### config.mk
export PLATFORM = sky130hd
export DESIGN_NAME = wncc_fifo
export DESIGN_NICKNAME = d
export VERILOG_FILES = /design/src/rtl/core/wncc_pkg.sv /design/src/rtl/core/wncc_fifo.sv
export SDC_FILE = /design/constraint.sdc
export NUM_CORES = 1
export LEC_CHECK = 0
export BUFFER_PORTS_ARGS = -buffer_cell sky130_fd_sc_hd__buf_4
export CAP_MARGIN = 0
export CORE_MARGIN = 2
export CORE_UTILIZATION = 38
export DETAILED_ROUTE_END_ITERATION = 12
export MAX_ROUTING_LAYER = met4
export PLACE_DENSITY = 0.71
export SETUP_SLACK_MARGIN = 0.2
export SLEW_MARGIN = 20
export SYNTH_ARGS = -nofsm -noshare
export SYNTH_HDL_FRONTEND = slang
export SYNTH_SLANG_ARGS = --single-unit
### constraint.sdc
create_clock -name clock -period 1.75 [get_ports clock]
set_input_delay 0.0875 -clock clock [delete_from_list [all_inputs] [get_ports clock]]
set_output_delay 0.0875 -clock clock [all_outputs]
set_load 0.02 [all_outputs]
### src/rtl/core/wncc_pkg.sv
package wncc_pkg;

   localparam int MAX_DIM = 4096;
   localparam int WEIGHT_FRAC_BITS = 16;
   localparam int DIM_W = 13;
   localparam int POS_W = 12;
   localparam int WGT_W = 17;
   localparam int CSR_ADDR_W = 3;
   localparam int CSR_DATA_W = 13;
   localparam int PROD_W = 100;
   localparam int MUL_OP_W = 64;
   localparam int ROOT_W = 50;
   localparam int QUO_W = 15;

   localparam logic [CSR_ADDR_W-1:0] REG_IMAGE_WIDTH  = 3'd0;
   localparam logic [CSR_ADDR_W-1:0] REG_IMAGE_HEIGHT = 3'd1;
   localparam logic [CSR_ADDR_W-1:0] REG_SHIFT_X      = 3'd2;
   localparam logic [CSR_ADDR_W-1:0] REG_SHIFT_Y      = 3'd3;
   localparam logic [CSR_ADDR_W-1:0] REG_USE_WEIGHTS  = 3'd4;

   localparam logic [WGT_W-1:0] WEIGHT_ONE = WGT_W'(1 << WEIGHT_FRAC_BITS);
   localparam logic [15:0] SCORE_NEG_ONE = 16'h8000;
   localparam logic [15:0] SCORE_POS_MAX = 16'h7FFF;

   typedef struct packed {
      logic [7:0]       a;
      logic [7:0]       b;
      logic [WGT_W-1:0] w;
      logic             ovl;
      logic             last;
   } item_type;

   typedef struct packed {
      logic [40:0] w;
      logic [48:0] a;
      logic [48:0] b;
      logic [56:0] aa;
      logic [56:0] bb;
      logic [56:0] ab;
   } sums_type;

endpackage

### src/rtl/core/wncc_fifo.sv
module wncc_fifo (
   input  logic               clock,
   input  logic               reset,
   input  logic               push,
   input  wncc_pkg::item_type push_item,
   output logic               full,
   input  logic               pop,
   output logic               not_empty,
   output wncc_pkg::item_type pop_item
);

   wncc_pkg::item_type mem_ff [4];
   logic [1:0] wr_ff, rd_ff;
   logic [2:0] count_ff;

   assign full      = (count_ff == 3'd4);
   assign not_empty = (count_ff != 3'd0);
   assign pop_item  = mem_ff[rd_ff];

   always_ff @(posedge clock) begin
      if (push) mem_ff[wr_ff] <= push_item;
   end

   always_ff @(posedge clock) begin
      if (reset) begin
         wr_ff    <= '0;
         rd_ff    <= '0;
         count_ff <= '0;
      end else begin
         if (push) wr_ff <= wr_ff + 1'b1;
         if (pop)  rd_ff <= rd_ff + 1'b1;
         count_ff <= count_ff + 3'(push) - 3'(pop);
      end
   end

endmodule

==> metrics.md <==
| Metric | Value |
|---|---|
| Initial antenna violation count | 1 |
| DP HPWL | 5.933 mm |
| Number of I/O pins | 76 |
| Synth top area cells | edfxtp_1 76%, mux4_2 12%, dfxtp_1 3.3% |
| Tcrit/Tclk final | 104.9% |
| Async set-reset flop share out of synthesis | 0% |
| Pre-CTS setup slack | 0.1810 ns |
| Vias in the first global route | 2,935 |
| Cell Chain, Critical Path | buf_6, buf_16, mux4_2, buf_6 |
| Seq/Total Area, Yosys | 79.10% |
| Die W | 124.8 um |
| Wirelength, routed | 10.32 mm |
| FMAX | 544.8 MHz |
| Ratio of cells with drive above 1 in the final layout | 44.33% |
| Hold-critical path endpoint | mem_ff[2][4]$_DFFE_PP_ |
| DRT iter0 DRCs | 175 |
| Total Power | 9.066 mW |
| Core area | 14,370 um^2 |
| Cell Rows | 44 |
| Netlist Area Pre-Place | 5543 um^2 |
| Initial Util | 38.58% |
| CP max-delay cell | mux4_2 |
| Root Driver | clkbuf_16 |
| Delay of the slowest critical-path stage | 0.51 ns |
| Share of the synthesized area in the top cell type | 75.85% |
| Number of synthesized flops with an enable pin | 140 |
| Worst skew pair latency | 0.41 ns |
| Crit path time final | 1.836 ns |
| Fin worst setup slack | -0.08554 ns |
| DRC violations left | 0 |
| CP Class | flop to primary output |
| Drt wl/cell | 18.30 um |
| Tightest Hold Check Type | primary input to flop |
| Final hold vios | 0 |
| Leading area contributor after synthesis | edfxtp_1 |
| Clk buf depth | 2 |
| Static Leakage | 2.667 nW |
| Crit end category | primary output |
| H-tree depth | 4 |
| CP Data Required Time | 1.66 ns |
| Final Setup Violations | 29 |
| Max_slew headroom | 76.94% |
| Yosys warnings | 0 |
| Total CTS buffers | 17 |
| Largest net degree at the start of global routing | 28 |
| Pwr/cell area | 1187 nW/um^2 |
| Commonest cells in the netlist | 140 x edfxtp_1, 30 x mux4_2, 9 x dfxtp_1 |
| Filler Cells Inserted | 1,115 |
| Synth Instances | 225 |
| Clock skew | 0.005741 ns |
| Clock-pin transition on the worst setup and hold timing paths | 0.06 ns |
| Max Slew Vio Count | 0 |
| TritonRoute pass-1 iters | 5 |
| CTS tree | done |
| Slew @ Worst Pin | 0.3458 ns |
| Startpoint types | flop |
| Final non-filler cell area | 7641 um^2 |
| RSZ-0062 raised after global routing | true |
| Max FO, Critical Path | 6 |
| I/O Buffers | 75 |
| Primary FF master, synth | edfxtp_1 |
| Reg2Reg Depth | 7 |
| Number of max-cap violations | 0 |
| Global route overflow | 0 |
| Gp weighted congestion | 0.6390 |
| Syn_nets | 271 |
| Hold Startpoint | push_item[4] |
| Antenna-violating nets left | 0 |
| Beginning of the worst register-to-register path | count_ff[0]$_SDFF_PP0_ |
| Die area | 15,570 um^2 |
| First-pass GRT wire length | 16.27 mm |
| Nets | 412 |
| Hold Path Stages | 2 |
| Via density | 4.730 |
| CP most frequent cell | buf_6 |
| Reg2reg setup slack | 0.24 ns |
| Total GRT Usage | 14.61% |
| Failing checks | negative setup slack |
| Worst endpoint data arrival time | 1.75 ns |
| DP Area | 6385 um^2 |
| Die height | 124.8 um |
| Status | finished with violations |
| Post-Syn Area per Cell | 24.63 um^2 |
| Critical R2R Capture | count_ff[2]$_SDFF_PP0_ |
| Maximum vdd drop | 0.6297 mV |
| Hold Slack | 0.4226 ns |
| Vias | 2,668 |
| Area delta synth->final | 37.86% |
| Clock sink count | 149 |
| Yosys reg bits | 149 |
| Leading cell type by number of instances after synthesis | edfxtp_1 |
| Distinct cells, synth | 22 |
## state kept, by name (all words and copies together), names as in the netlist, named ones only
name / flops
wr_ff: 2
count_ff: 3
rd_ff: 2
mem_ff: 140
## metrics by stage
step | setup TNS, ns | utilization, % | cells
5_1_grt | -3.575 | 53.18 | 564
3_3_place_gp | 0 | 44.44 | 487
6_report | -1.562 | 53.18 | 564
2_1_floorplan | 0 | - | 225
4_1_cts | -2.862 | 52.47 | 562
3_5_place_dp | 0 | 44.44 | 487
## layout by cell type, fill, tap and decap left out, types with 2 or more instances in the layout
cell           instances
edfxtp_1             140
buf_4                 46
dlygate4sd3_1         38
buf_6                 37
mux4_2                35
clkbuf_16             17
dfxtp_1                6
buf_12                 6
nor2_1                 5
inv_1                  4
ha_1                   4
and2_2                 3
bufinv_16              3
clkinv_4               3
clkbuf_1               3
buf_16                 3
inv_2                  2
nor2b_1                2
xnor2_1                2
ha_4                   2
dfxtp_2                2
clkinv_2               2
clkinvlp_4             2
## area by class of cell
cell class / count / area (um^2) / area share [%]
antenna: 1 / 2.502 / 0.03275
timing repair buffer: 130 / 1345 / 17.60
multi-input combinational: 62 / 1060 / 13.87
tap: 184 / 230.2 / 3.013
inverter: 6 / 22.52 / 0.2947
clock inverter: 12 / 153.9 / 2.014
sequential: 149 / 4390 / 57.46
clock buffer: 20 / 436.7 / 5.715
## worst max-delay path by stage
| stage | endpoint | slack, ns | cells past startpoint |
|---|---|---|---|
| final | pop_item[27] | -0.09 | 4 |
| after CTS | pop_item[27] | -0.14 | 4 |
| after detailed placement | count_ff[2]$_SDFF_PP0_ | 0.18 | 7 |
| after floorplan | count_ff[2]$_SDFF_PP0_ | 0.26 | 7 |
| after global placement | count_ff[2]$_SDFF_PP0_ | 0.23 | 7 |
| after global routing | pop_item[9] | -0.15 | 4 |
## what timing repair did
action | in CTS | in global routing
resized for setup | 30 | 27
hold endpoints to repair | 149 | 0
setup endpoints to repair | 36 | 62
setup buffers | 2 | 1
pin swaps | 0 | 2
hold buffers | 38 | 0
cloned | 3 | 0
## power breakdown
part | internal [mW] | switching [mW]
sequential | 4.10 | 0.0627
clock | 2.24 | 1.36
combinational | 0.714 | 0.591
## per-layer routing
metal / vias to the layer above / track usage, % / wire [um]
li1: 1221 / - / -
met1: 1366 / 18.27 / 4489
met2: 72 / 22.76 / 5243
met3: 9 / 4.639 / 484
met4: 0 / 4.957 / 103
met5: - / - / 0
## logic make-up (layout without fill, tap and decap cells)
family | count (synthesis) | after routing | share of synthesized area [%]
compound gates | 2 | 2 | 0.2708
mux | 36 | 36 | 14.74
fa+ha+maj | 7 | 7 | 1.716
xor+xnor | 3 | 3 | 0.7449
other cells | 0 | 1 | 0
flops | 149 | 149 | 79.10
buf+inv | 14 | 168 | 2.054
simple gates | 14 | 14 | 1.377
## critical path, delay by kind of cell (launching register included)
kind | cells | cell delay, ns
DFF | 1 | 0.42
muxes | 1 | 0.51
buffers and inverters | 3 | 0.41
No activity file was read; power rests on OpenSTA's default activity.
