===== config.mk =====
export PLATFORM = sky130hd
export DESIGN_NAME = wncc_back
export DESIGN_NICKNAME = d
export VERILOG_FILES = /design/src/rtl/core/wncc_pkg.sv /design/src/rtl/core/wncc_back.sv
export SDC_FILE = /design/constraint.sdc
export NUM_CORES = 2
export LEC_CHECK = 0
export ABC_AREA = 1
export BUFFER_PORTS_ARGS = -buffer_cell sky130_fd_sc_hd__buf_2
export CORE_UTILIZATION = 30
export CTS_CLUSTER_DIAMETER = 150
export DETAILED_ROUTE_END_ITERATION = 8
export GPL_TIMING_DRIVEN = 0
export PLACE_DENSITY = 0.46
export SLEW_MARGIN = 20
export SYNTH_ARGS = -nofsm -noshare
export SYNTH_HDL_FRONTEND = slang
export SYNTH_SLANG_ARGS = --single-unit

===== constraint.sdc =====
create_clock -name clock -period 5.35 [get_ports clock]
set_clock_uncertainty 0.2 [all_clocks]
set_input_delay 0.535 -clock clock [delete_from_list [all_inputs] [get_ports clock]]
set_output_delay 0.535 -clock clock [all_outputs]
set_load 0.01 [all_outputs]

===== src/rtl/core/wncc_pkg.sv =====
package wncc_pkg;

   localparam int MAX_DIM = 4096;
   localparam int WEIGHT_FRAC_BITS = 16;
   localparam int DIM_W = 13;
   localparam int POS_W = 12;
   localparam int WGT_W = 17;
   localparam int CSR_ADDR_W = 3;
   localparam int CSR_DATA_W = 13;
   localparam int PROD_W = 100;
   localparam int MUL_OP_W = 64;
   localparam int ROOT_W = 50;
   localparam int QUO_W = 15;

   localparam logic [CSR_ADDR_W-1:0] REG_IMAGE_WIDTH  = 3'd0;
   localparam logic [CSR_ADDR_W-1:0] REG_IMAGE_HEIGHT = 3'd1;
   localparam logic [CSR_ADDR_W-1:0] REG_SHIFT_X      = 3'd2;
   localparam logic [CSR_ADDR_W-1:0] REG_SHIFT_Y      = 3'd3;
   localparam logic [CSR_ADDR_W-1:0] REG_USE_WEIGHTS  = 3'd4;

   localparam logic [WGT_W-1:0] WEIGHT_ONE = WGT_W'(1 << WEIGHT_FRAC_BITS);
   localparam logic [15:0] SCORE_NEG_ONE = 16'h8000;
   localparam logic [15:0] SCORE_POS_MAX = 16'h7FFF;

   typedef struct packed {
      logic [7:0]       a;
      logic [7:0]       b;
      logic [WGT_W-1:0] w;
      logic             ovl;
      logic             last;
   } item_type;

   typedef struct packed {
      logic [40:0] w;
      logic [48:0] a;
      logic [48:0] b;
      logic [56:0] aa;
      logic [56:0] bb;
      logic [56:0] ab;
   } sums_type;

endpackage


===== src/rtl/core/wncc_back.sv =====
module wncc_back (
   input  logic               clock,
   input  logic               reset,
   input  logic               item_avail,
   input  wncc_pkg::item_type item,
   output logic               pop,
   input  logic               score_done,
   output logic               start,
   output wncc_pkg::sums_type sums_out
);

   logic busy_ff;
   logic v1_ff, ovl1_ff, last1_ff;
   logic [7:0] a1_ff, b1_ff;
   logic [wncc_pkg::WGT_W-1:0] w1_ff;
   logic [24:0] wa1_ff, wb1_ff;
   wncc_pkg::sums_type acc_ff, acc_in;
   logic [32:0] aa_inc, bb_inc, ab_inc;

   assign pop = item_avail && !busy_ff;

   always_ff @(posedge clock) begin
      if (reset) begin
         busy_ff <= 1'b0;
         v1_ff   <= 1'b0;
      end else begin
         v1_ff <= pop;
         if (pop && item.last) busy_ff <= 1'b1;
         else if (score_done)  busy_ff <= 1'b0;
      end
   end

   always_ff @(posedge clock) begin
      ovl1_ff  <= item.ovl;
      last1_ff <= item.last;
      a1_ff    <= item.a;
      b1_ff    <= item.b;
      w1_ff    <= item.w;
      wa1_ff   <= item.w * item.a;
      wb1_ff   <= item.w * item.b;
   end

   always_comb begin
      aa_inc = wa1_ff * a1_ff;
      bb_inc = wb1_ff * b1_ff;
      ab_inc = wa1_ff * b1_ff;
      sums_out = acc_ff;
      if (v1_ff && ovl1_ff) begin
         sums_out.w  = acc_ff.w  + 41'(w1_ff);
         sums_out.a  = acc_ff.a  + 49'(wa1_ff);
         sums_out.b  = acc_ff.b  + 49'(wb1_ff);
         sums_out.aa = acc_ff.aa + 57'(aa_inc);
         sums_out.bb = acc_ff.bb + 57'(bb_inc);
         sums_out.ab = acc_ff.ab + 57'(ab_inc);
      end
      start  = v1_ff && last1_ff;
      acc_in = start ? '0 : sums_out;
   end

   always_ff @(posedge clock) begin
      if (reset) acc_ff <= '0;
      else       acc_ff <= acc_in;
   end

endmodule


==> results.md <==
* Status: finished with violations
* Failing checks: negative setup slack
* Sequential fraction of the synthesis area at 13.9%
* Num rows at 159
* Final number of hold-violating endpoints at 0
* Vias in the first global route at 57100
* DR vias at 57100
* Final Cell Area at 73500 um2
* Per-cell routed wire length at 20.1 um
* Async set-reset flop share out of synthesis at 0%
* Worst slew margin at 24.4%
* Area of placed instances at 62200 um2
* Post-synth EDFFs at 0
* Mapped Nets at 9994
* Largest net degree at the start of global routing at 17
* Critical Path End: sums_out[138]
* Syn avg cell area at 6.39 um2
* Reg clk slew, reported paths at 0.06 ns
* TNS Setup at -85.88 ns
* Yosys warnings at 0
* Grt met1 use at approximately 33%
* Reg2reg path depth at 35
* CP required at 4.62 ns
* Post-Syn Instances at 8934
* Crit Path Class: reg -> out
* RR Startpoint: wa1_ff[23]
* Gpl congestion at 0.962
* Die width at 438 um
* Detail Route Antenna Nets at 0
* Worst-skew pair later-pin latency at 0.75 ns
* Period Utilization, post-route at 113%
* Worst R2R Setup Slack at -0.67 ns
* Mapped Area at ~57000 um2
* Post-synth top area cell: fa_1
* Most Crowded Layer GR: met2
* Final nets at 10700
* Synth Flop Type: dfxtp_1
* First-pass GRT wire length at 361 mm
* Reg2reg end: acc_ff[39]
* I/O Buffers at 350
* Die ar. at 192000 um2
* DRC Markers at 0
* Initial DRC Count at 3700
* GR Util met2 at 41.0%
* Synth unique cells at 52
* CTS tree: yes
* Die Ht at 438 um
* Fin cells at 12200
* Initial antenna violation count at 23
* DP HPWL at 199 mm
* Fin. max-slew vios at 0
* RSZ-0062 raised after global routing: true
* Overall routing resource usage at between 20% and 30%
* Met3 GRT Util at under 10%
* Max cap viols at 0
* Routed WL at 245 mm
* CP max FO at 8
* CTS max path bufs at 3
* Clk sink count at between 300 and 400
* I/O pins at ~350
* Worst hold path class: in -> reg
* CP Launch Type: flip-flop
* Critical Path AT at 5.29 ns
* DR vias/cell at ~4.7
* Final worst-path setup slack at -0.676 ns
* Post-synth top area share at approximately a quarter
* Hold_ws at 0.233 ns
* Max Fclk at 166 MHz
* DRT Pass-1 Iters at 5
* Worst-Margin Slew at 1.13 ns
* Core area at 188000 um2
* Max H-tree Level at 2
* Critical path launch point: wa1_ff[21]
* CTS Root Cell: clkbuf_16
* Register bit total from synthesis at 397
* Starting Density at a little under a third
* Cts bufs inserted at slightly below 60
* Cell total after placement at 11800
* Hold path cells at 2
* Overflow after GRT at 0
* Number of setup violations in the final report at 165
* Fraction of layout cells with a size suffix above 1 at about a fifth
* Area contributors post-synth: fa_1, nand2_1, inv_1
* Worst Setup End Kind: output pin
* Area grow syn2layout at 28.7%
* Period minus WS final at approximately 6.0 ns
cells in the mapped netlist (64+ instances only):
| cell | n |
|---|---|
| o21ai_0 | 116 |
| nand4_1 | 69 |
| ha_1 | 331 |
| nor2_1 | 445 |
| or2_2 | 64 |
| fa_1 | 690 |
| nor3_1 | 64 |
| dfxtp_1 | 397 |
| nand2_1 | 2967 |
| inv_1 | 2305 |
| a21oi_1 | 425 |
| nand3_1 | 414 |
| clkbuf_1 | 231 |
worst min-delay path by stage:
stage             from  endpoint
6_report       item[1]   ovl1_ff
5_1_grt        item[1]   ovl1_ff
4_1_cts        item[1]   ovl1_ff
3_5_place_dp   busy_ff     v1_ff
3_3_place_gp   busy_ff     v1_ff
2_1_floorplan  busy_ff     v1_ff
flip-flops by register name (all words and copies together) (netlist names):
register  cells
wb1_ff       25
a1_ff         8
busy_ff       1
ovl1_ff       1
b1_ff         8
v1_ff         1
acc_ff      310
wa1_ff       25
w1_ff        17
last1_ff      1
routing by layer:
layer  share of wire (%)  vias to the layer above
li1                    -                    27500
met2                  46                     1483
met5               0.027                        -
met1                  44                    27700
met4                 4.6                       10
met3                 5.5                      320
logic make-up after synthesis:
family	count (synthesis)	synth area share, %
AO/OA/AOI/OAI	608	5.62
XOR/XNOR	70	1.07
adder cells (fa/ha/maj)	1021	31.4
buffers and inverters	2621	17.4
flip-flops	397	13.9
AND/OR/NAND/NOR	4217	30.6
layout by cell type (no fill, tap or decap), drive strengths merged, types with 2 or more instances in the layout:
cell type    Yosys  layout
nand2         3026    3026
inv           2316    2317
fa             690     690
buf             50     668
nor2           480     480
nand3          443     443
a21oi          427     427
dfxtp          397     397
ha             331     331
clkbuf         255     309
o21ai          128     128
nor3            72      72
nand4           69      69
or2             66      66
xor2            55      55
dlygate4sd3      0      39
nand3b          23      23
nor4            23      23
o21bai          18      18
xnor2           15      15
a21o            14      14
bufinv           0      11
clkinv           0      10
diode            0       9
a21boi           9       9
and2             8       8
and3             4       4
o211ai           3       3
clkinvlp         0       3
a31oi            2       2
o21a             2       2
timing repair:
item                       in CTS  in global routing
gates cloned                   20                  3
buffers inserted              198                 49
pin swaps                     376                276
resized for setup            1334                485
hold endpoints to repair       37                  0
setup endpoints to repair     310                189
hold buffers                   39                  0
stage by stage:
| stage | setup slack [ns] | utilization (%) |
|---|---|---|
| CTS | -0.695 | 38.1 |
| global route | -0.863 | 39.0 |
| finish | -0.676 | 39.0 |
| detailed placement | -1.57 | 33.0 |
| global placement | -1.64 | 32.9 |
| floorplan | 0.199 | - |
area by class of cell:
| cell class | count | area (um2) |
|---|---|---|
| inverters | 2316 | 8720 |
| repair buffers | 658 | 4940 |
| well taps | 2495 | 3120 |
| clock buffers | 84 | 1660 |
| diodes | 9 | 22.5 |
| flip-flops and latches | 397 | 8110 |
| plain buffers | 274 | 2770 |
| clock inverters | 25 | 470 |
| multi-input cells | 5916 | 43700 |
| fillers | 20100 | 115000 |
critical path, cell delays in order, from the launching register on:
cell,delay (ns)
dfxtp_4,0.37
clkbuf_16,0.17
clkbuf_8,0.18
nand2_1,0.06
inv_1,0.05
fa_1,0.55
fa_1,0.44
fa_1,0.51
inv_1,0.05
fa_1,0.51
inv_2,0.05
ha_4,0.34
nand2_8,0.08
nor2_4,0.16
nand2_4,0.10
nor2_4,0.11
nand2_2,0.07
nand3_4,0.14
xor2_1,0.15
nand2_1,0.10
nand2_2,0.16
inv_2,0.05
buf_6,0.11
Power is not shown: default switching activity piles up to over one toggle a cycle in this logic, so the estimate is an artifact.
