===== config.mk =====
export PLATFORM = sky130hd
export DESIGN_NAME = wncc_front
export DESIGN_NICKNAME = d
export VERILOG_FILES = /design/src/rtl/core/wncc_pkg.sv /design/src/rtl/core/wncc_front.sv
export SDC_FILE = /design/constraint.sdc
export NUM_CORES = 1
export LEC_CHECK = 0
export ABC_CLOCK_PERIOD_IN_PS = 7400
export BUFFER_PORTS_ARGS = -buffer_cell sky130_fd_sc_hd__buf_2
export CAP_MARGIN = 0
export CELL_PAD_IN_SITES_DETAIL_PLACEMENT = 0
export CELL_PAD_IN_SITES_GLOBAL_PLACEMENT = 1
export CORE_AREA = 2 2 231 119
export CTS_BUF_LIST = sky130_fd_sc_hd__clkbuf_2 sky130_fd_sc_hd__clkbuf_4 sky130_fd_sc_hd__clkbuf_8
export CTS_CLUSTER_DIAMETER = 40
export DETAILED_ROUTE_END_ITERATION = 8
export DIE_AREA = 0 0 233 121
export PLACE_DENSITY_LB_ADDON = 0.1
export SYNTH_ARGS = -nofsm -noshare
export SYNTH_HDL_FRONTEND = slang
export SYNTH_SLANG_ARGS = --single-unit
export TNS_END_PERCENT = 5

===== constraint.sdc =====
create_clock -name clock -period 7.4 [get_ports clock]
set_input_delay 0.37 -clock clock [delete_from_list [all_inputs] [get_ports clock]]
set_output_delay 0.37 -clock clock [all_outputs]
set_load 0.05 [all_outputs]

===== src/rtl/core/wncc_pkg.sv =====
package wncc_pkg;

   localparam int MAX_DIM = 4096;
   localparam int WEIGHT_FRAC_BITS = 16;
   localparam int DIM_W = 13;
   localparam int POS_W = 12;
   localparam int WGT_W = 17;
   localparam int CSR_ADDR_W = 3;
   localparam int CSR_DATA_W = 13;
   localparam int PROD_W = 100;
   localparam int MUL_OP_W = 64;
   localparam int ROOT_W = 50;
   localparam int QUO_W = 15;

   localparam logic [CSR_ADDR_W-1:0] REG_IMAGE_WIDTH  = 3'd0;
   localparam logic [CSR_ADDR_W-1:0] REG_IMAGE_HEIGHT = 3'd1;
   localparam logic [CSR_ADDR_W-1:0] REG_SHIFT_X      = 3'd2;
   localparam logic [CSR_ADDR_W-1:0] REG_SHIFT_Y      = 3'd3;
   localparam logic [CSR_ADDR_W-1:0] REG_USE_WEIGHTS  = 3'd4;

   localparam logic [WGT_W-1:0] WEIGHT_ONE = WGT_W'(1 << WEIGHT_FRAC_BITS);
   localparam logic [15:0] SCORE_NEG_ONE = 16'h8000;
   localparam logic [15:0] SCORE_POS_MAX = 16'h7FFF;

   typedef struct packed {
      logic [7:0]       a;
      logic [7:0]       b;
      logic [WGT_W-1:0] w;
      logic             ovl;
      logic             last;
   } item_type;

   typedef struct packed {
      logic [40:0] w;
      logic [48:0] a;
      logic [48:0] b;
      logic [56:0] aa;
      logic [56:0] bb;
      logic [56:0] ab;
   } sums_type;

endpackage


===== src/rtl/core/wncc_front.sv =====
module wncc_front (
   input  logic                                clock,
   input  logic                                reset,
   input  logic                                csr_we,
   input  logic [wncc_pkg::CSR_ADDR_W-1:0]     csr_addr,
   input  logic [wncc_pkg::CSR_DATA_W-1:0]     csr_wdata,
   input  logic                                beat_take,
   input  logic [7:0]                          ref_pixel,
   input  logic [7:0]                          test_pixel,
   input  logic [wncc_pkg::WGT_W-1:0]          pixel_weight,
   input  logic                                frame_end,
   output wncc_pkg::item_type                  item
);

   logic [12:0] width_ff, height_ff, shift_x_ff, shift_y_ff;
   logic        use_w_ff;
   logic [wncc_pkg::POS_W-1:0] col_ff, col_in, row_ff, row_in;
   logic [12:0] wd, ht;
   logic signed [14:0] wd_s, ht_s, dx_s, dy_s, x0, x1, y0, y1, x_s, y_s;
   logic [12:0] col_inc;

   always_ff @(posedge clock) begin
      if (reset) begin
         width_ff   <= 13'd1;
         height_ff  <= 13'd1;
         shift_x_ff <= '0;
         shift_y_ff <= '0;
         use_w_ff   <= 1'b0;
      end else if (csr_we) begin
         case (csr_addr)
            wncc_pkg::REG_IMAGE_WIDTH:  width_ff   <= csr_wdata;
            wncc_pkg::REG_IMAGE_HEIGHT: height_ff  <= csr_wdata;
            wncc_pkg::REG_SHIFT_X:      shift_x_ff <= csr_wdata;
            wncc_pkg::REG_SHIFT_Y:      shift_y_ff <= csr_wdata;
            wncc_pkg::REG_USE_WEIGHTS:  use_w_ff   <= csr_wdata[0];
            default: ;
         endcase
      end
   end

   always_comb begin
      wd = (width_ff == 13'd0) ? 13'd1 :
           (width_ff > 13'(wncc_pkg::MAX_DIM)) ? 13'(wncc_pkg::MAX_DIM) : width_ff;
      ht = (height_ff == 13'd0) ? 13'd1 :
           (height_ff > 13'(wncc_pkg::MAX_DIM)) ? 13'(wncc_pkg::MAX_DIM) : height_ff;
      wd_s = $signed({2'b00, wd});
      ht_s = $signed({2'b00, ht});
      dx_s = $signed({{2{shift_x_ff[12]}}, shift_x_ff});
      dy_s = $signed({{2{shift_y_ff[12]}}, shift_y_ff});
      x0 = dx_s[14] ? 15'sd0 : dx_s;
      x1 = dx_s[14] ? wd_s + dx_s : wd_s;
      y0 = dy_s[14] ? 15'sd0 : dy_s;
      y1 = dy_s[14] ? ht_s + dy_s : ht_s;
      x_s = $signed({3'b000, col_ff});
      y_s = $signed({3'b000, row_ff});
      col_inc = {1'b0, col_ff} + 13'd1;

      item.a    = ref_pixel;
      item.b    = test_pixel;
      item.w    = (!use_w_ff || pixel_weight > wncc_pkg::WEIGHT_ONE) ?
                  wncc_pkg::WEIGHT_ONE : pixel_weight;
      item.ovl  = (x_s >= x0) && (x_s < x1) && (y_s >= y0) && (y_s < y1);
      item.last = frame_end;

      col_in = col_ff;
      row_in = row_ff;
      if (beat_take) begin
         if (frame_end) begin
            col_in = '0;
            row_in = '0;
         end else if (col_inc >= wd) begin
            col_in = '0;
            row_in = row_ff + 1'b1;
         end else begin
            col_in = col_inc[wncc_pkg::POS_W-1:0];
         end
      end
   end

   always_ff @(posedge clock) begin
      if (reset) begin
         col_ff <= '0;
         row_ff <= '0;
      end else begin
         col_ff <= col_in;
         row_ff <= row_in;
      end
   end

endmodule


==> summary.md <==
| Metric | Value |
|---|---|
| Final setup TNS | `0 ns` |
| GR Overflow Total | `0` |
| Crit-path cells | `inv_1 > a32o_2 > ha_1 > fa_1 > a211oi_2 > o21bai_1 > a21oi_1 > xnor2_1 > a21oi_1 > ha_1 > a21oi_1 > nand3_1 > a221oi_1 > a2bb2oi_1 > nor4_1 > a2111oi_2 > buf_2` |
| Arrival @ worst endpoint | `4.85 ns` |
| Vias in the first global route | `approximately 5,600` |
| CP peak stage delay | `0.44 ns` |
| Initial DRT Pass Iterations | `5` |
| Synth Area in Adders | `between 10% and 20%` |
| Max Freq | `roughly 190 MHz` |
| Ys Warns | `0` |
| Remaining DRCs | `0` |
| CTS buffer count | `9` |
| Worst slew pin tran | `between 0.9 and 1 ns` |
| Fin crit share | `a little over two thirds` |
| Average wire per standard cell | `about 16 µm` |
| Leak | `approximately 3.0 nW` |
| Dpl hpwl | `roughly 15,000 µm` |
| Slew margin rel. | `about 34%` |
| Worst-case clock buffer depth | `2` |
| Mux contribution to synthesized area | `2.18%` |
| Worst hold-check path type | `in -> reg` |
| Worst Path Max Fanout | `14` |
| CP Buf/Inv Count | `2` |
| Synth cell types | `64` |
| Layout filler cell count | `approximately 2,900` |
| CP top delay family | `compound AO/OA/AOI/OAI gates` |
| Syn_area_per_cell | `7.77 µm²` |
| First-pass GRT wire length | `between 30,000 and 40,000 µm` |
| Simple-gate share of the synthesized area | `25.8%` |
| Most frequent CP cell | `a21oi_1` |
| Hold_buf cts | `0` |
| Critical path class | `reg -> out` |
| Pre-CTS setup slack | `between 2 and 3 ns` |
| Post-synth top flop | `dfxtp_1` |
| DRT antenna net count | `0` |
| Outcome | `completed` |
| PnR worst setup slack | `~2.2 ns` |
| Min cycle time layout | `5.22 ns` |
| Via density | `~4.8` |
| Total track usage | `14.7%` |
| Maxcap violations | `0` |
| Starting density of the core | `between 20 and 25%` |
| Area grow syn2layout | `9.82%` |
| Largest net degree at the start of global routing | `70` |
| Fraction of registers with async set or reset after synthesis | `0%` |
| Rows | `42` |
| Final Wtd Congestion | `about 0.76` |
| Die area | `28,200 µm²` |
| CTS Root Cell | `clkbuf_8` |
| # clock sinks | `77` |
| EDFF count, synth | `0` |
| Diodes inserted | `0` |
| Layout cell share with drive strength beyond 1 | `a little over a tenth` |
| Net count after synthesis | `980` |
| CP max stage cell | `fa_1` |
| Post-synthesis compound-gate area fraction | `21.0%` |
| H-tree levels | `3` |
| Syn Inst Count | `approximately 840` |
| Xor-xnor portion of the synthesized cell area | `4.05%` |
| Peak supply drop | `about 67 µV` |
| Flop-to-flop setup slack | `between 3 and 4 ns` |
| Synthesized flop and latch total | `77` |
| RSZ-0062 raised after global routing | `false` |
| Final WL | `~20,000 µm` |
| Final Hold Fails | `0` |
| Setup Fix Bufs, Post-CTS | `0` |
| Vias | `a little under 6,000` |
| I/O pin total | `89` |
| I/O Buffers | `56` |
| Clk Latency, worst-skew pair | `about 0.39 ns` |
| DR iter-0 viols | `258` |
| Clock Skews | `0.0145 ns` |
| Pins Over Slew Limit | `0` |
| PwrDens | `124 nW/µm²` |
| Initial antenna violation count | `1` |
| Setup crit end kind | `output pin` |
| CP Data Required Time | `roughly 7.0 ns` |
| Core box area | `approximately 26,000 µm²` |
| Setup-failing EPs final | `0` |
| CTS clk-pin slew, worst paths | `0.09 ns` |
| Sequential share of the synthesized area | `23.8%` |
| CP startpoint kind | `flop` |
| CTS resizes | `0` |
| Synth Cell Area | `between 6000 and 7000 µm²` |
| TritonCTS clock tree | `done` |
| Layout Nets | `1,000` |
| Die W | `between 200 and 250 µm` |
| Largest family of logic cells by synthesized area | `simple AND/OR/NAND/NOR gates` |
| Die Y | `approximately 120 µm` |
[path summary, 6_finish.rpt]
path	endpoint	cells past startpoint	startpoint
worst max-delay path	item[1]	17	width_ff[12]$_SDFFE_PP0P_
worst min-delay path	height_ff[12]$_SDFFE_PP0P_	3	csr_wdata[12]
worst max register to register	row_ff[7]$_SDFFE_PP0P_	13	col_ff[0]$_SDFFE_PP0P_
worst min register to register	height_ff[9]$_SDFFE_PP0P_	2	height_ff[9]$_SDFFE_PP0P_
[through the flow]
step	instance area, µm²	utilization, %	hold WS, ns	instances	power (mW)
2_1_floorplan	6480	-	0.441	835	0.553
3_3_place_gp	6950	26.6	0.464	1196	0.577
3_5_place_dp	6950	26.6	0.466	1196	0.577
4_1_cts	7120	27.3	0.233	1212	0.905
5_1_grt	7120	27.3	0.244	1212	0.935
6_report	7120	27.3	0.266	1212	0.884
[logic make-up after synthesis]
family	after synthesis
compound gates	218
xor+xnor	30
fa+ha+maj	91
buf+inv	70
flops	77
mux	14
simple gates	335
[cells in the mapped netlist (7+ instances only)]
cell      number  area [µm²]
a211oi_1       7        52.6
a21o_1        20         150
a21oi_1      105         526
and2_1        23         144
and3_1         8        50.1
buf_4         17         128
clkbuf_1      26        97.6
dfxtp_1       77        1540
ha_1          89        1110
inv_1         20        75.1
mux2i_1       13         130
nand2_1      142         533
nand2b_1      27         169
nand3_1       22         110
nand4_1        8        50.1
nor2_1        30         113
nor2b_1       19         119
nor3_1        12        60.1
nor4_1        11        68.8
o21ai_0       28         140
xnor2_1       19         166
xor2_1        11        96.3
[metal layers]
metal	vias up	track usage, %	wire length [µm]
met4	0	3.26	165
li1	3013	-	-
met1	2721	19.9	9820
met2	56	24.5	9440
met3	12	2.44	469
met5	-	0	0
[sequential cells by signal (all words and copies together), names as in the netlist]
signal / count
height_ff: 13
col_ff: 12
use_w_ff: 1
shift_y_ff: 13
width_ff: 13
row_ff: 12
shift_x_ff: 13
[worst reg2reg max path, stage by stage (launching register included)]
cell and delay, ns:
dfxtp_1 0.52, ha_1 0.30, nand3_1 0.22, nor2_1 0.32, and3_1 0.33, nand3_1 0.12, xnor2_1 0.18, ha_1 0.34
and4_1 0.17, o2111ai_1 0.13, o21ai_2 0.47, nand2_2 0.45, or4_1 0.63, a21oi_1 0.15
[layout by cell type (no fill, tap or decap), types with 8 or more instances in the layout]
master and n:
buf_2 56, o21ai_0 28, nand2b_1 27, nand3_1 22, nand2_1 142, and2_1 23
nand4_1 8, xnor2_1 19, nor3_1 12, nor4_1 11, a21oi_1 105, and3_1 8
inv_1 20, ha_1 89, nor2_1 30, a21o_1 20, dfxtp_1 77, mux2i_1 13
clkbuf_8 9, xor2_1 11, nor2b_1 19
[where the power goes]
part / switching [mW] / internal [mW] / leakage [nW]
Sequential: 0.00885 / 0.421 / 0.622
Combinational: 0.0886 / 0.0477 / 2.28
Clock: 0.187 / 0.131 / 0.0945
[area by class of cell]
type                    instances  area, µm²  share of cell area (%)
clock buffers                  11        139                    1.95
clock inverters                 5       36.3                   0.509
inverters                      20       75.1                    1.05
multi-input cells             688       4590                    64.4
flip-flops and latches         77       1540                    21.6
well taps                     352        440                    6.18
repair buffers                 59        303                    4.25
(Power assumes the default switching activity.)
